--- src/rtl/swlrl_pkg.sv ---
// swlrl_pkg: field widths and register indexes of the sliding window log rate limiter.
// No dependencies.
`timescale 1ns / 1ps

package swlrl_pkg;

	// Port field widths
	localparam int ARRIVAL_W = 32;
	localparam int LIMIT_W   = 5;
	localparam int WINDOW_W  = 31;
	localparam int COUNT_W   = 5;

	// Configuration port
	localparam int CFG_INDEX_W = 1;
	localparam int CFG_DATA_W  = 31;

	typedef enum logic [CFG_INDEX_W-1:0] {
		REG_REQUEST_LIMIT = 1'b0,
		REG_WINDOW_TICKS  = 1'b1
	} cfg_reg_t;

	// Reset values of the registers
	localparam logic [LIMIT_W-1:0]  LIMIT_RESET  = 5'd3;
	localparam logic [WINDOW_W-1:0] WINDOW_RESET = 31'd1000;

endpackage

--- src/rtl/swlrl_stamp_ram.sv ---
// swlrl_stamp_ram: simple dual port timestamp store, one write and one registered read.
// No dependencies.
`timescale 1ns / 1ps

module swlrl_stamp_ram #(
	parameter int DEPTH  = 16,
	parameter int DATA_W = 32,
	parameter int ADDR_W = 4
) (
	input  logic              clk,
	input  logic              wr_en,
	input  logic [ADDR_W-1:0] wr_addr,
	input  logic [DATA_W-1:0] wr_data,
	input  logic [ADDR_W-1:0] rd_addr,
	output logic [DATA_W-1:0] rd_data
);

	logic [DATA_W-1:0] mem_q [DEPTH];

	always_ff @(posedge clk) begin
		if (wr_en) begin
			mem_q[wr_addr] <= wr_data;
		end
	end

	// read-first, registered read
	always_ff @(posedge clk) begin
		rd_data <= mem_q[rd_addr];
	end

endmodule

--- src/rtl/sliding_window_log_rate_limiter.sv ---
// sliding_window_log_rate_limiter: top level, request scan and decide sequencer.
// Depends on swlrl_pkg and swlrl_stamp_ram.
`timescale 1ns / 1ps

// Sliding window log rate limiter. Each input transfer is one request carrying
// its arrival timestamp (non-decreasing, wrapping modulo 2^TIME_BITS). The block
// holds the stamps of allowed requests in a ring memory of MAX_ENTRIES entries.
// For each request it walks the ring from the oldest stamp, dropping every stamp
// whose age (now - stamp, with wrap) is at least window_ticks, then allows the
// request if fewer than request_limit stamps remain (the limit is clamped to
// MAX_ENTRIES) and records its stamp. One output transfer per request gives the
// allow flag and the count of stamps held afterwards.
// Timing: one request at a time; input is accepted only in the idle state. After
// an input transfer the sequencer scans the ring, examining every dropped stamp
// plus the first young stamp if one is left (none with an empty ring, up to
// MAX_ENTRIES), then decides and pushes, then returns to accept. The ring memory
// port yields one stamp per cycle to the age compare. The decide step waits while
// a previous result still sits unclaimed in the output register; input is taken
// regardless. Configuration (cfg_we, cfg_index, cfg_data) must be written only
// while idle; the block itself does not enforce this.
// The ring needs no clearing after reset: only held entries are ever read.

module sliding_window_log_rate_limiter #(
	parameter int MAX_ENTRIES = 16,
	parameter int TIME_BITS   = 32
) (
	input  logic                                clk,
	input  logic                                arst_n,
	// configuration
	input  logic                                cfg_we,
	input  logic [swlrl_pkg::CFG_INDEX_W-1:0]   cfg_index,
	input  logic [swlrl_pkg::CFG_DATA_W-1:0]    cfg_data,
	// request channel
	input  logic                                in_valid,
	output logic                                in_stall,
	input  logic [swlrl_pkg::ARRIVAL_W-1:0]     arrival_time,
	// result channel
	output logic                                out_valid,
	input  logic                                out_stall,
	output logic                                allowed,
	output logic [swlrl_pkg::COUNT_W-1:0]       window_count
);

	import swlrl_pkg::*;

	localparam int IDX_W   = (MAX_ENTRIES > 1) ? $clog2(MAX_ENTRIES) : 1;
	localparam int CNT_W   = $clog2(MAX_ENTRIES + 1);
	localparam int SUM_W   = CNT_W + 1;
	localparam int ARR_X_W = (TIME_BITS > ARRIVAL_W) ? TIME_BITS : ARRIVAL_W;
	localparam int AGE_W   = (TIME_BITS > WINDOW_W) ? TIME_BITS : WINDOW_W;
	localparam int LIM_X_W = (CNT_W > LIMIT_W) ? CNT_W : LIMIT_W;
	localparam int OUT_X_W = (CNT_W > COUNT_W) ? CNT_W : COUNT_W;

	localparam logic [IDX_W-1:0]   LAST_IDX  = IDX_W'(MAX_ENTRIES - 1);
	localparam logic [SUM_W-1:0]   DEPTH_SUM = SUM_W'(MAX_ENTRIES);
	localparam logic [LIM_X_W-1:0] DEPTH_LIM = LIM_X_W'(MAX_ENTRIES);

	typedef enum logic [1:0] {
		ST_IDLE,
		ST_SCAN,
		ST_DECIDE
	} state_t;

	state_t               state_q;
	logic [LIMIT_W-1:0]   limit_q;
	logic [WINDOW_W-1:0]  window_q;
	logic [IDX_W-1:0]     oldest_q;
	logic [CNT_W-1:0]     count_q;
	logic [TIME_BITS-1:0] now_q;
	logic [CNT_W-1:0]     eff_limit_q;
	logic                 out_valid_q;
	logic                 allowed_q;
	logic [CNT_W-1:0]     result_count_q;

	// request timestamp reduced to TIME_BITS
	logic [ARR_X_W-1:0]   arrival_x;
	logic [TIME_BITS-1:0] now_in;
	assign arrival_x = ARR_X_W'(arrival_time);
	assign now_in    = arrival_x[TIME_BITS-1:0];

	// limit clamped to ring depth
	logic [LIM_X_W-1:0] limit_x;
	logic [CNT_W-1:0]   eff_limit;
	always_comb begin
		limit_x = LIM_X_W'(limit_q);
		if (limit_x > DEPTH_LIM) begin
			limit_x = DEPTH_LIM;
		end
		eff_limit = limit_x[CNT_W-1:0];
	end

	// ring memory
	logic [IDX_W-1:0]     rd_addr;
	logic [TIME_BITS-1:0] rd_stamp;
	logic                 wr_en;
	logic [IDX_W-1:0]     wr_addr;

	swlrl_stamp_ram #(
		.DEPTH  (MAX_ENTRIES),
		.DATA_W (TIME_BITS),
		.ADDR_W (IDX_W)
	) u_ring (
		.clk     (clk),
		.wr_en   (wr_en),
		.wr_addr (wr_addr),
		.wr_data (now_q),
		.rd_addr (rd_addr),
		.rd_data (rd_stamp)
	);

	// age of the stamp at the oldest end, read last cycle
	logic [TIME_BITS-1:0] age;
	logic                 expired;
	assign age     = now_q - rd_stamp;
	assign expired = AGE_W'(age) >= AGE_W'(window_q);

	logic [IDX_W-1:0] oldest_inc;
	assign oldest_inc = (oldest_q == LAST_IDX) ? '0 : oldest_q + 1'b1;

	// next read goes to the new oldest entry after a drop
	assign rd_addr = (state_q == ST_SCAN && expired) ? oldest_inc : oldest_q;

	// push position: oldest + count, wrapped once
	logic [SUM_W-1:0] push_sum;
	always_comb begin
		push_sum = SUM_W'(oldest_q) + SUM_W'(count_q);
		if (push_sum >= DEPTH_SUM) begin
			push_sum = push_sum - DEPTH_SUM;
		end
		wr_addr = push_sum[IDX_W-1:0];
	end

	logic out_free;
	logic do_push;
	assign out_free = !out_valid_q || !out_stall;
	assign do_push  = count_q < eff_limit_q;
	assign wr_en    = (state_q == ST_DECIDE) && out_free && do_push;

	always_ff @(posedge clk or negedge arst_n) begin
		if (!arst_n) begin
			state_q        <= ST_IDLE;
			oldest_q       <= '0;
			count_q        <= '0;
			out_valid_q    <= 1'b0;
			allowed_q      <= 1'b0;
			result_count_q <= '0;
		end else begin
			// result register: loaded by the decide step, emptied by a transfer
			out_valid_q <= (out_valid_q && out_stall) || (state_q == ST_DECIDE && out_free);
			unique case (state_q)
				ST_IDLE: begin
					if (in_valid) begin
						state_q <= (count_q == '0) ? ST_DECIDE : ST_SCAN;
					end
				end
				ST_SCAN: begin
					if (expired) begin
						oldest_q <= oldest_inc;
						count_q  <= count_q - 1'b1;
						if (count_q == CNT_W'(1)) begin
							state_q <= ST_DECIDE;
						end
					end else begin
						state_q <= ST_DECIDE;
					end
				end
				ST_DECIDE: begin
					if (out_free) begin
						if (do_push) begin
							count_q <= count_q + 1'b1;
						end
						allowed_q      <= do_push;
						result_count_q <= do_push ? count_q + 1'b1 : count_q;
						state_q        <= ST_IDLE;
					end
				end
				default: begin
					state_q <= ST_IDLE;
				end
			endcase
		end
	end

	// request payload, latched at the input transfer
	always_ff @(posedge clk) begin
		if (state_q == ST_IDLE && in_valid) begin
			now_q       <= now_in;
			eff_limit_q <= eff_limit;
		end
	end

	// configuration registers
	always_ff @(posedge clk or negedge arst_n) begin
		if (!arst_n) begin
			limit_q  <= LIMIT_RESET;
			window_q <= WINDOW_RESET;
		end else if (cfg_we) begin
			unique case (cfg_index)
				REG_REQUEST_LIMIT: limit_q  <= cfg_data[LIMIT_W-1:0];
				REG_WINDOW_TICKS:  window_q <= cfg_data[WINDOW_W-1:0];
				default: ;
			endcase
		end
	end

	logic [OUT_X_W-1:0] count_x;
	assign count_x = OUT_X_W'(result_count_q);

	assign in_stall     = (state_q != ST_IDLE);
	assign out_valid    = out_valid_q;
	assign allowed      = allowed_q;
	assign window_count = count_x[COUNT_W-1:0];

endmodule

--- config.mk ---
export PLATFORM = sky130hd
export DESIGN_NAME = sliding_window_log_rate_limiter
export DESIGN_NICKNAME = d
export VERILOG_FILES = /design/src/rtl/swlrl_pkg.sv /design/src/rtl/swlrl_stamp_ram.sv /design/src/rtl/sliding_window_log_rate_limiter.sv
export SDC_FILE = /design/constraint.sdc
export NUM_CORES = 1
export LEC_CHECK = 0
export ABC_AREA = 1
export BUFFER_PORTS_ARGS = -buffer_cell sky130_fd_sc_hd__buf_2
export CAP_MARGIN = 5
export CORE_AREA = 4 4 295 297
export CTS_BUF_LIST = sky130_fd_sc_hd__clkbuf_8
export CTS_CLUSTER_SIZE = 14
export DETAILED_ROUTE_END_ITERATION = 10
export DIE_AREA = 0 0 299 301
export GPL_TIMING_DRIVEN = 0
export HOLD_SLACK_MARGIN = 0.15
export PLACE_DENSITY = 0.63
export SYNTH_ARGS = -nofsm -noshare
export SYNTH_HDL_FRONTEND = slang
export SYNTH_SLANG_ARGS = --single-unit
--- constraint.sdc ---
create_clock -name clk -period 4.75 [get_ports clk]
set_clock_uncertainty 0.1 [all_clocks]
set_input_delay 0.7125 -clock clk [delete_from_list [all_inputs] [get_ports clk]]
set_output_delay 0.7125 -clock clk [all_outputs]
set_load 0.005 [all_outputs]
# Word-level counts from Yosys, hierarchy flattened
# Memory sizes are Yosys's and may differ from the RTL's. A register that Yosys moved wholly into a read port is not among the register bits.
# Index checks and enable logic that the tools add are counted.
[classes]
add_sub_neg = 6
mul = 0
n_div = 0
order_cmp = 4
eq_ne = 8
shifts = 0
n_mux = 15
bitwise = 1
reduce_logical = 19
[ops]
columns = ["op", "n"]
rows = [
  ["32-bit by 31-bit greater-or-equal comparator with 1-bit output", 1],
  ["32-bit subtractor", 1],
  ["5-bit 2-to-1 mux", 3],
  ["4-bit 2-to-1 mux", 3],
  ["2-bit 2-to-1 mux", 5],
  ["5-bit case mux with 2 select lines", 1],
  ["2-bit AND reduction", 4],
  ["4-bit by 5-bit adder with 6-bit output", 1],
  ["6-bit by 5-bit greater-or-equal comparator with 1-bit output, second input constant", 1],
  ["2-bit != test, second input constant", 3],
  ["2-bit case mux with 3 select lines", 1],
  ["3-bit AND reduction", 2],
  ["5-bit by 1-bit adder with 5-bit output, second input constant", 1],
  ["5-bit by 1-bit equality test with 1-bit output, second input constant", 1],
  ["5-bit > comparator, second input constant", 1],
  ["1-bit logical AND", 5],
  ["5-bit zero test", 1],
  ["5-bit < comparator", 1],
  ["5-bit by 1-bit subtractor with 5-bit output, second input constant", 1],
  ["4-bit by 1-bit adder with 4-bit output, second input constant", 1],
  ["4-bit equality test, second input constant", 1],
  ["2-bit nonzero test", 2],
  ["4-bit by 1-bit subtractor with 4-bit output, second input constant", 1],
  ["3-bit by 2-bit != test with 1-bit output, second input constant", 1],
  ["7 further kinds", 10],
]
[totals]
regBits = 91
latchBits = 0
ramBits = 512
mem_bits_ro = 0
n_memories = 1
[memory_table]
columns = ["name", "depth", "width", "read_ports", "rd_ports_with_merged_regs", "write_ports", "line_no", "rtl"]
rows = [
  ["u_ring.mem_q", 16, 32, 1, 1, 1, "swlrl_stamp_ram.sv:18", "logic [DATA_W-1:0] mem_q [DEPTH];"],
]

# Longest topological paths before layout
# Gate-level depths: netlist of the first run.
[depth]
ltp_word = 6
ltp_mapped = 35

# By module
# A second synthesis of the first run with hierarchy kept.
[unflattened]
hier_cells = 2882
hier_area_um2 = 29014.1
[by_module_without_submodules]
columns = ["module", "instances", "cells_per_inst", "area_each_um2"]
rows = [
  ["swlrl_stamp_ram", 1, 2122, 22745.6],
  ["sliding_window_log_rate_limiter", 1, 760, 6268.5],
]

# Least setup slack after synthesis of the first run
# Ideal clock, no wire load.
[synth_timing]
path_kind = "reg-to-reg"
startpoint = "reg now_q[0]"
endpoint = "reg u_ring.rd_data[20], read port of u_ring.mem_q"
setup_time_ps = 114
arrival_ps = 4526
t_required_ps = 4536
path_slack_ps = 10
path_stages_with_launch = 34
path_buffers = 3
synth_period_minus_slack_ps = 4740
cell_sequence = "edfxtp_1 > inv_1 > ha_1 > inv_1 > fa_1 > nand3_1 > nand2_1 > nand2_1 > o211ai_1 > a21boi_0 > o21ai_0 > a21boi_0 > nor2_1 > a21oi_1 > o21ai_0 > a21oi_1 > xor2_1 > ha_1 > nand3_1 > inv_1 > nand3_1 > nor2_1 > nand2_1 > nand2_2 > nand2_4 > buf_8 > nand2_8 > buf_2 > buf_4 > nand3_1 > nand3_1 > nand3_1 > nand3_1 > nand2_1"
[synth_between]
elab_chain_len = 4
[synth_lines]
columns = ["item", "line_no", "rtl"]
rows = [
  ["from (decl)", "sliding_window_log_rate_limiter.sv:69", "logic [TIME_BITS-1:0] now_q;"],
  ["from (signal assigned)", "sliding_window_log_rate_limiter.sv:187", "now_q <= now_in;"],
  ["32-bit subtractor", "sliding_window_log_rate_limiter.sv:114", "assign age = now_q - rd_stamp;"],
  ["32-bit by 31-bit greater-or-equal comparator with 1-bit output", "sliding_window_log_rate_limiter.sv:115", "assign expired = AGE_W'(age) >= AGE_W'(window_q);"],
  ["1-bit logical AND", "sliding_window_log_rate_limiter.sv:121", "assign rd_addr = (state_q == ST_SCAN && expired) ? oldest_inc : oldest_q;"],
  ["4-bit 2-to-1 mux", "sliding_window_log_rate_limiter.sv:121", ""],
  ["to (decl)", "swlrl_stamp_ram.sv:15", "output logic [DATA_W-1:0] rd_data"],
]
# No other way between the ends.
# A chain may end at the register's enable or synchronous reset.

# Final worst setup path of the first run
[layout_timing]
startpoint = "reg now_q[0]"
endpoint = "reg u_ring.rd_data[16], read port of u_ring.mem_q"
# Same word-level chain as after synthesis.

==> run summary, run 1 <==
The run gives 0 as the max-slew violation total from the final report. After floorplanning, the core was sized to cover 84600 µm². The run gives 2540 as the number of DRC markers after the initial detailed-route iteration. Measured against its own limit, the worst slew margin works out to 42.3%. Path class of the lowest-slack min-delay path: in -> reg.

STA puts the critical path data arrival time at 5650 ps. The sort of element at the start of the critical path is a register. The count of input and output buffers is 76, and the total non-filler cell area in the finished layout is 37500 µm². In the global route stage, overall resource usage came out at 19.9%.

For the worst setup path, the data required time is 5290 ps. The number of antenna-violating nets in the routed design was 0; the aggregate routed wire length was 93.1 mm. The logs give 31700 µm² for the instance area at placement and 42 for the count of distinct cell types in the synthesized netlist.

TritonCTS built the clock tree. The final cycle utilization of the critical path came out at 108%. Summed over all instances, the cell type with the most area after synthesis is edfxtp_1. The via count of the first global-routing pass is 21.4k, and the maximum number of buffers from clock root to sink is 3. In this run the number of H-tree levels came out at 3.

The tools report the number of maximum-capacitance violations as 0. Number of clock buffers inserted by TritonCTS: 107. Setup repair after global routing could not meet its margin everywhere.

The critical path endpoint category was a register. In the final timing run, aggregate negative setup slack is -9650 ps. The routed design could run at a clock period as short as 5110 ps. Counting every net in the synthesized netlist gives 3081. In the synthesized netlist the async set-or-reset flop fraction comes to 8.50%. From left edge to right edge, the die measures 299 µm. After detailed routing, the number of vias per cell comes to 4.91. For this run the aggregate overflow at the end of global routing stands at 0. The transition at the pin with the smallest max-transition slack works out to 863 ps.

Including well taps, the total number of placed cells is 4173. Fraction of final layout cells sized beyond drive strength 1: 21.3%. The TritonCTS sink count is 635, and the number of antenna violations at the first check in global routing is 5. The fraction of the yosys area taken by sequential cells was 62.9%; the cell area after technology mapping was 29400 µm². Row generation in the floorplan step produced 107 rows. The tools report the later-pin clock latency in the skew report as 730 ps. From synthesis to final layout, the design area changed by 27.6%. The number of remaining DRC errors is 0, and the final worst setup slack is -361 ps. The register bit total from synthesis is 635, and the wire length per cell after detailed routing is 20.6 µm.

The critical path is of the reg -> reg type. The logs give 2936 for the number of cells produced by synthesis and 3440 for the final-stage net count. The run finished, with violations left.

The half-perimeter wire length after detailed placement is 58.8 mm, and the number of filler instances in the final layout is 7778. The first-pass GRT wire length is 133 mm. For this run, the leading register cell type out of synthesis is edfxtp_1. The Yosys warning count is 0. The checks that failed: setup timing. The floorplan step defined a die boundary enclosing 90000 µm². The synthesized design contains 549 enable-type register cells. For the number of setup violations in the final report, the log shows 32.

By area the synthesized netlist is led by edfxtp_1, nand3_1, inv_1. The largest fanout of any net on the critical path came out at 8. The register clock-pin slew on the reported worst setup and hold paths was 60 ps; the maximum cell stage delay along the critical path was 410 ps.

In this run the vertical extent of the chip is 301 µm. The first detailed-routing pass ran for 6 iterations. The final hold violation count was 0. The logs give 55 for the maximum number of pins on one net before global-route repair and 34.7% for the initial core utilization. The fraction of post-synthesis cell area in the top cell type by area works out to 56.1%. For this run, the top clock speed supported by timing is 196 MHz.

The clock root buffer is clkbuf_8. The total vias in the final route is 22.2k. Dividing the synthesized area by the synthesized cell count gives 10.0 µm². The logs give -1970 ps for the worst slack at placement and 4525 for the final instance count without filler cells. The cell type of the slowest stage on the worst timing path is edfxtp_1.

At the end of routability-driven placement, the weighted congestion stood at 0.892. The number of placed I/O pins came out at 77.
Yosys cell counts (all sizes together), types with 2 or more instances:
| cell type | count |
|---|---|
| nor3 | 6 |
| nand3 | 634 |
| a211oi | 3 |
| o221ai | 2 |
| a21boi | 2 |
| fa | 2 |
| a31o | 2 |
| dfxtp | 32 |
| clkbuf | 37 |
| xor2 | 26 |
| buf | 90 |
| nand2 | 539 |
| dfstp | 8 |
| inv | 658 |
| nor2 | 87 |
| o21ai | 31 |
| o21a | 3 |
| a21oi | 70 |
| xnor2 | 13 |
| dfrtp | 46 |
| nand4 | 4 |
| edfxtp | 549 |
| o211ai | 5 |
| ha | 74 |
| a21o | 3 |
| a31oi | 5 |
state kept, by name (all words and copies together) (netlist names):
signal,flops
allowed,1
count_q,5
eff_limit_q,5
limit_q,5
now_q,32
oldest_q,4
out_valid,1
state_q,2
u_ring.mem_q,512
u_ring.rd_data,32
window_count,5
window_q,31
final timing paths:
path | start | to | slack (ps) | cells after the start
min in group asynchronous | arst_n | limit_q[3]$_DFFE_PN0P_ | 360 | 2
worst min register to register | window_count[4]$_DFFE_PN0P_ | window_count[4]$_DFFE_PN0P_ | 380 | 2
worst max-delay path | now_q[0]$_DFFE_PP_ | u_ring.rd_data[16]$_DFF_P_ | -360 | 36
worst max register to register | now_q[0]$_DFFE_PP_ | u_ring.rd_data[16]$_DFF_P_ | -360 | 36
worst min-delay path | cfg_data[25] | window_q[25]$_DFFE_PN0P_ | 190 | 3
max in group asynchronous | arst_n | window_q[9]$_DFFE_PN1P_ | 3610 | 3
cell families (layout without fill, tap and decap cells):
| kind of cell | after synthesis | in the layout | synth area share, % |
|---|---|---|---|
| DFF | 635 | 635 | 62.9 |
| other | 0 | 2 | 0 |
| AOI/OAI and AO/OA | 129 | 129 | 2.46 |
| adders and majority gates | 76 | 76 | 3.29 |
| and+or+nand+nor | 1272 | 1272 | 19.2 |
| xor gates and xnor gates | 39 | 39 | 1.19 |
| buffers and inverters | 785 | 1228 | 10.9 |
layer usage:
layer | track usage (%) | vias up | part of all wire, %
met4 | 8.07 | 0 | 4.4
met5 | 0 | - | 0
met2 | 31.5 | 1233 | 45
met3 | 4.20 | 218 | 11
met1 | 26.7 | 10500 | 39
li1 | - | 10300 | -
layout by cell type (no fill, tap or decap), drive strengths merged, types with 5 or more instances in the layout:
cell type    count
o211ai           5
nor3             6
a31oi            5
edfxtp         549
nor2            87
dfrtp           46
dfxtp           32
dfstp            8
nand3          634
nand2          539
inv            711
clkinv          22
buf            277
xnor2           13
a21oi           70
clkbuf         153
o21ai           31
dlygate4sd3     59
ha              74
xor2            26
critical path, delay by kind of cell (launching register included):
kind,cells,cell delay (ps)
buffers and inverters,9,1060
xor gates and xnor gates,1,140
adders and majority gates,3,860
and+or+nand+nor,15,1240
DFF,1,410
AOI/OAI and AO/OA,8,1190
metrics by stage:
stage | hold WS [ps] | util [%]
final | 190 | 44.3
after global routing | 158 | 44.3
after CTS | 156 | 42.8
after detailed placement | 365 | 37.5
after global placement | 364 | 36.9
after floorplan | 317 | -
timing repair:
item | 4_1_cts | 5_1_grt
endpoints found under the setup margin | 43 | 42
gates cloned | 9 | 6
endpoints found under the hold margin | 58 | 14
buffers inserted | 71 | 18
pin swaps | 43 | 99
hold buffers | 58 | 1
resized for setup | 285 | 262
final cells by class:
class,count,area [µm²],share of cell area (%)
flip-flops and latches,635,18500,49.3
multi-input cells,1516,9150,24.4
repair buffers,252,2520,6.73
inverters,658,2470,6.60
clock buffers,114,1570,4.18
plain buffers,125,1480,3.95
well taps,1144,1430,3.82
clock inverters,79,378,1.01
diodes,2,5.00,0.0133
Power of run 1 is left out: the tool's default activity adds up to more than one toggle a clock period on the data nets, which glitch-free logic cannot reach.
==> run 2: changes to the inputs <==
--- a/config.mk
+++ b/config.mk
@@ -16,6 +16,7 @@
 export GPL_TIMING_DRIVEN = 0
 export HOLD_SLACK_MARGIN = 0.15
 export PLACE_DENSITY = 0.63
+export RECOVER_POWER = 100
 export SYNTH_ARGS = -nofsm -noshare
 export SYNTH_HDL_FRONTEND = slang
 export SYNTH_SLANG_ARGS = --single-unit
==> run 2 against run 1 <==
Effect of this change: the flow still finishes with violations (setup timing); sequential cell count stayed put; non-clock buffer count stayed put; final cell count hardly changed; final area hardly changed; setup slack better by 0.67 ps; critical path type unchanged; critical endpoint unchanged; largest cell class unchanged.
==> run summary, run 2 (same netlist as run 1, synthesis figures left out) <==
The flow ran to the end, but the final reports show violations. The final reports fail on setup timing. The worst slack at placement came out at -1970 ps.

In this run the critical register-to-register path is captured at u_ring.rd_data[16]$_DFF_P_. After floorplanning, the core was divided into 107 placement rows. The clock passes through at most 3 buffers.

The final hold violation count is 0. The half-perimeter wire length after detailed placement came out at 58.8 mm. TritonCTS built the clock tree. The run gives 0 as the number of maximum-capacitance violations.

The tools report the startpoint of the tightest hold check path as cfg_data[25]. The area growth from synthesis to final layout was 27.5%. The die covers 90000 µm². In this run the tightest slew margin relative to its limit is 34.3%. Number of antenna-violating nets in the routed design: 0. Wires add up to 93.0 mm. The top cell types in the final layout, fill and taps aside, are inv_1, edfxtp_1, nand3_1. Counting flops per register, the top entry is u_ring.mem_q.

For this design the top-level I/O count stands at 77. On the final layout, the worst hold slack is 187 ps. After layout, the minimum clock period comes to 5110 ps. The via count of the first global-routing pass was 21.4k. The die is 299 µm wide. The most frequent standard cell in the layout excluding fill and tap cells is inv_1.

The critical path endpoint category was a register. The tree is rooted in a clkbuf_8. The tools report the later-pin clock latency in the skew report as 750 ps. Once the floorplan was initialized, standard cells occupied 34.7% of the core. The TritonCTS sink count was 635.

The path with the worst hold slack has its endpoint at window_q[25]$_DFFE_PN0P_. The number of cells traversed by the worst hold path works out to 3. CTS built an H-tree with a depth of 3. The register clock-pin slew on the reported worst setup and hold paths is 60 ps, and the number of antenna violations at the first check in global routing is 5. The number of DRC markers after the initial detailed-route iteration came out at 2776. For the number of remaining DRC errors, the log shows 0.

The sort of element at the start of the critical path was a register. The overall die height came out at 301 µm. The data required time at the worst endpoint was 5300 ps. The first TritonRoute pass finished after 7 iterations. The largest fanout of any net on the critical path came out at 8. The logs give 196 MHz for the highest clock rate and 22.2k for the total vias in the final route. For the floorplan core area, the log shows 84600 µm².

The startpoint identified for the worst register-to-register timing path is now_q[0]$_DFFE_PP_. The tools report the critical path arrival as 5660 ps. The critical path contains buffers and inverters numbering 9 combined.

The worst-case reg-to-reg path depth was 36; the number of setup violations in the final report was 32. The final cycle utilization of the critical path works out to 108%. In the final layout, the registers with the most flip-flops are u_ring.mem_q: 512 flops, now_q: 32 flops, u_ring.rd_data: 32 flops. The register with the most flip-flops in the layout has 512 of them.

The final-stage net count is 3440, and the transition at the pin with the smallest max-transition slack is 985 ps. After routing, the total negative slack on setup checks comes to -9770 ps. Among cell families on the critical path, the largest total delay comes from simple AND/OR/NAND/NOR gates. In the final layout, the share of cells above drive strength 1 is 21.0%. Cell type of the slowest stage on the worst timing path: edfxtp_1. The aggregate global-route resource usage is 19.9%, and the setup slack on the worst flop-to-flop path is -360 ps.

The path class of the lowest-slack min-delay path is in -> reg. Global routing finished with a remaining overflow of 0. Setup repair after global routing could not meet its margin everywhere.

Entering global routing, the biggest net connects 55 pins. The count of input and output buffers is 76, and the first-pass GRT wire length is 133 mm. The final worst setup slack was -360 ps. Dividing the detail-routed wire length by the instance count gives 20.6 µm. The max-slew violation total from the final report is 0.

For this run, the slowest stage of the critical path takes 410 ps. Dividing the detail-routed via count by the number of cells gives 4.91. The number of clock buffers inserted by TritonCTS was 107. The setup path with the least slack is of type reg -> reg.

At the end of the flow the core is filled with cells to 44.3%. The final weighted congestion in routability-driven placement was 0.892.
## run 2: changes by cell type in the layout (fill, tap and decap cells not counted), sizes merged
cell / previous run / this run
buf: 277 / 266
diode: 2 / 3
clkbuf: 153 / 164
## run 2: what timing repair did
| action | CTS | global route |
|---|---|---|
| buffers inserted | 71 | 18 |
| endpoints found under the hold margin | 58 | 14 |
| resized for setup | 285 | 262 |
| pin swaps | 43 | 99 |
| hold buffers | 58 | 1 |
| setup endpoints to repair | 43 | 42 |
| cloned | 9 | 6 |
## run 2: metal layers
layer / vias up / track usage (%) / wire length (µm)
met4: 0 / 8.07 / 4170
met5: - / 0 / 0
met3: 229 / 4.20 / 9920
li1: 10300 / - / -
met1: 10500 / 26.7 / 36900
met2: 1158 / 31.5 / 42100
## run 2: worst max path at each step
stage | from | cells after the start | to
final | now_q[0]$_DFFE_PP_ | 36 | u_ring.rd_data[16]$_DFF_P_
after global routing | now_q[0]$_DFFE_PP_ | 36 | u_ring.rd_data[22]$_DFF_P_
after CTS | now_q[0]$_DFFE_PP_ | 36 | u_ring.rd_data[21]$_DFF_P_
after global placement | now_q[0]$_DFFE_PP_ | 30 | u_ring.rd_data[20]$_DFF_P_
after floorplan | now_q[0]$_DFFE_PP_ | 33 | u_ring.rd_data[20]$_DFF_P_
after detailed placement | now_q[0]$_DFFE_PP_ | 30 | u_ring.rd_data[20]$_DFF_P_
## run 2: cell type report
class / count / area [µm²]
sequential: 635 / 18500
clock buffer: 114 / 1570
timing repair buffer: 252 / 2510
multi-input combinational: 1516 / 9150
buffer: 125 / 1480
inverter: 658 / 2470
tap: 1144 / 1430
fill: 7772 / 47100
antenna: 3 / 7.51
clock inverter: 79 / 378
## run 2: worst min-delay path: cells and delay by family
family / cells / cell delay (ps)
AO/OA/AOI/OAI: 1 / 100
buffers and inverters: 1 / 90
AND/OR/NAND/NOR: 1 / 40
## run 2: through the flow
stage,cell area [µm²],std cells
6_report,37500,4526
3_5_place_dp,31700,4173
5_1_grt,37500,4526
3_3_place_gp,31200,4156
2_1_floorplan,29400,2936
4_1_cts,36200,4504
Power of run 2 is left out for the same reason.
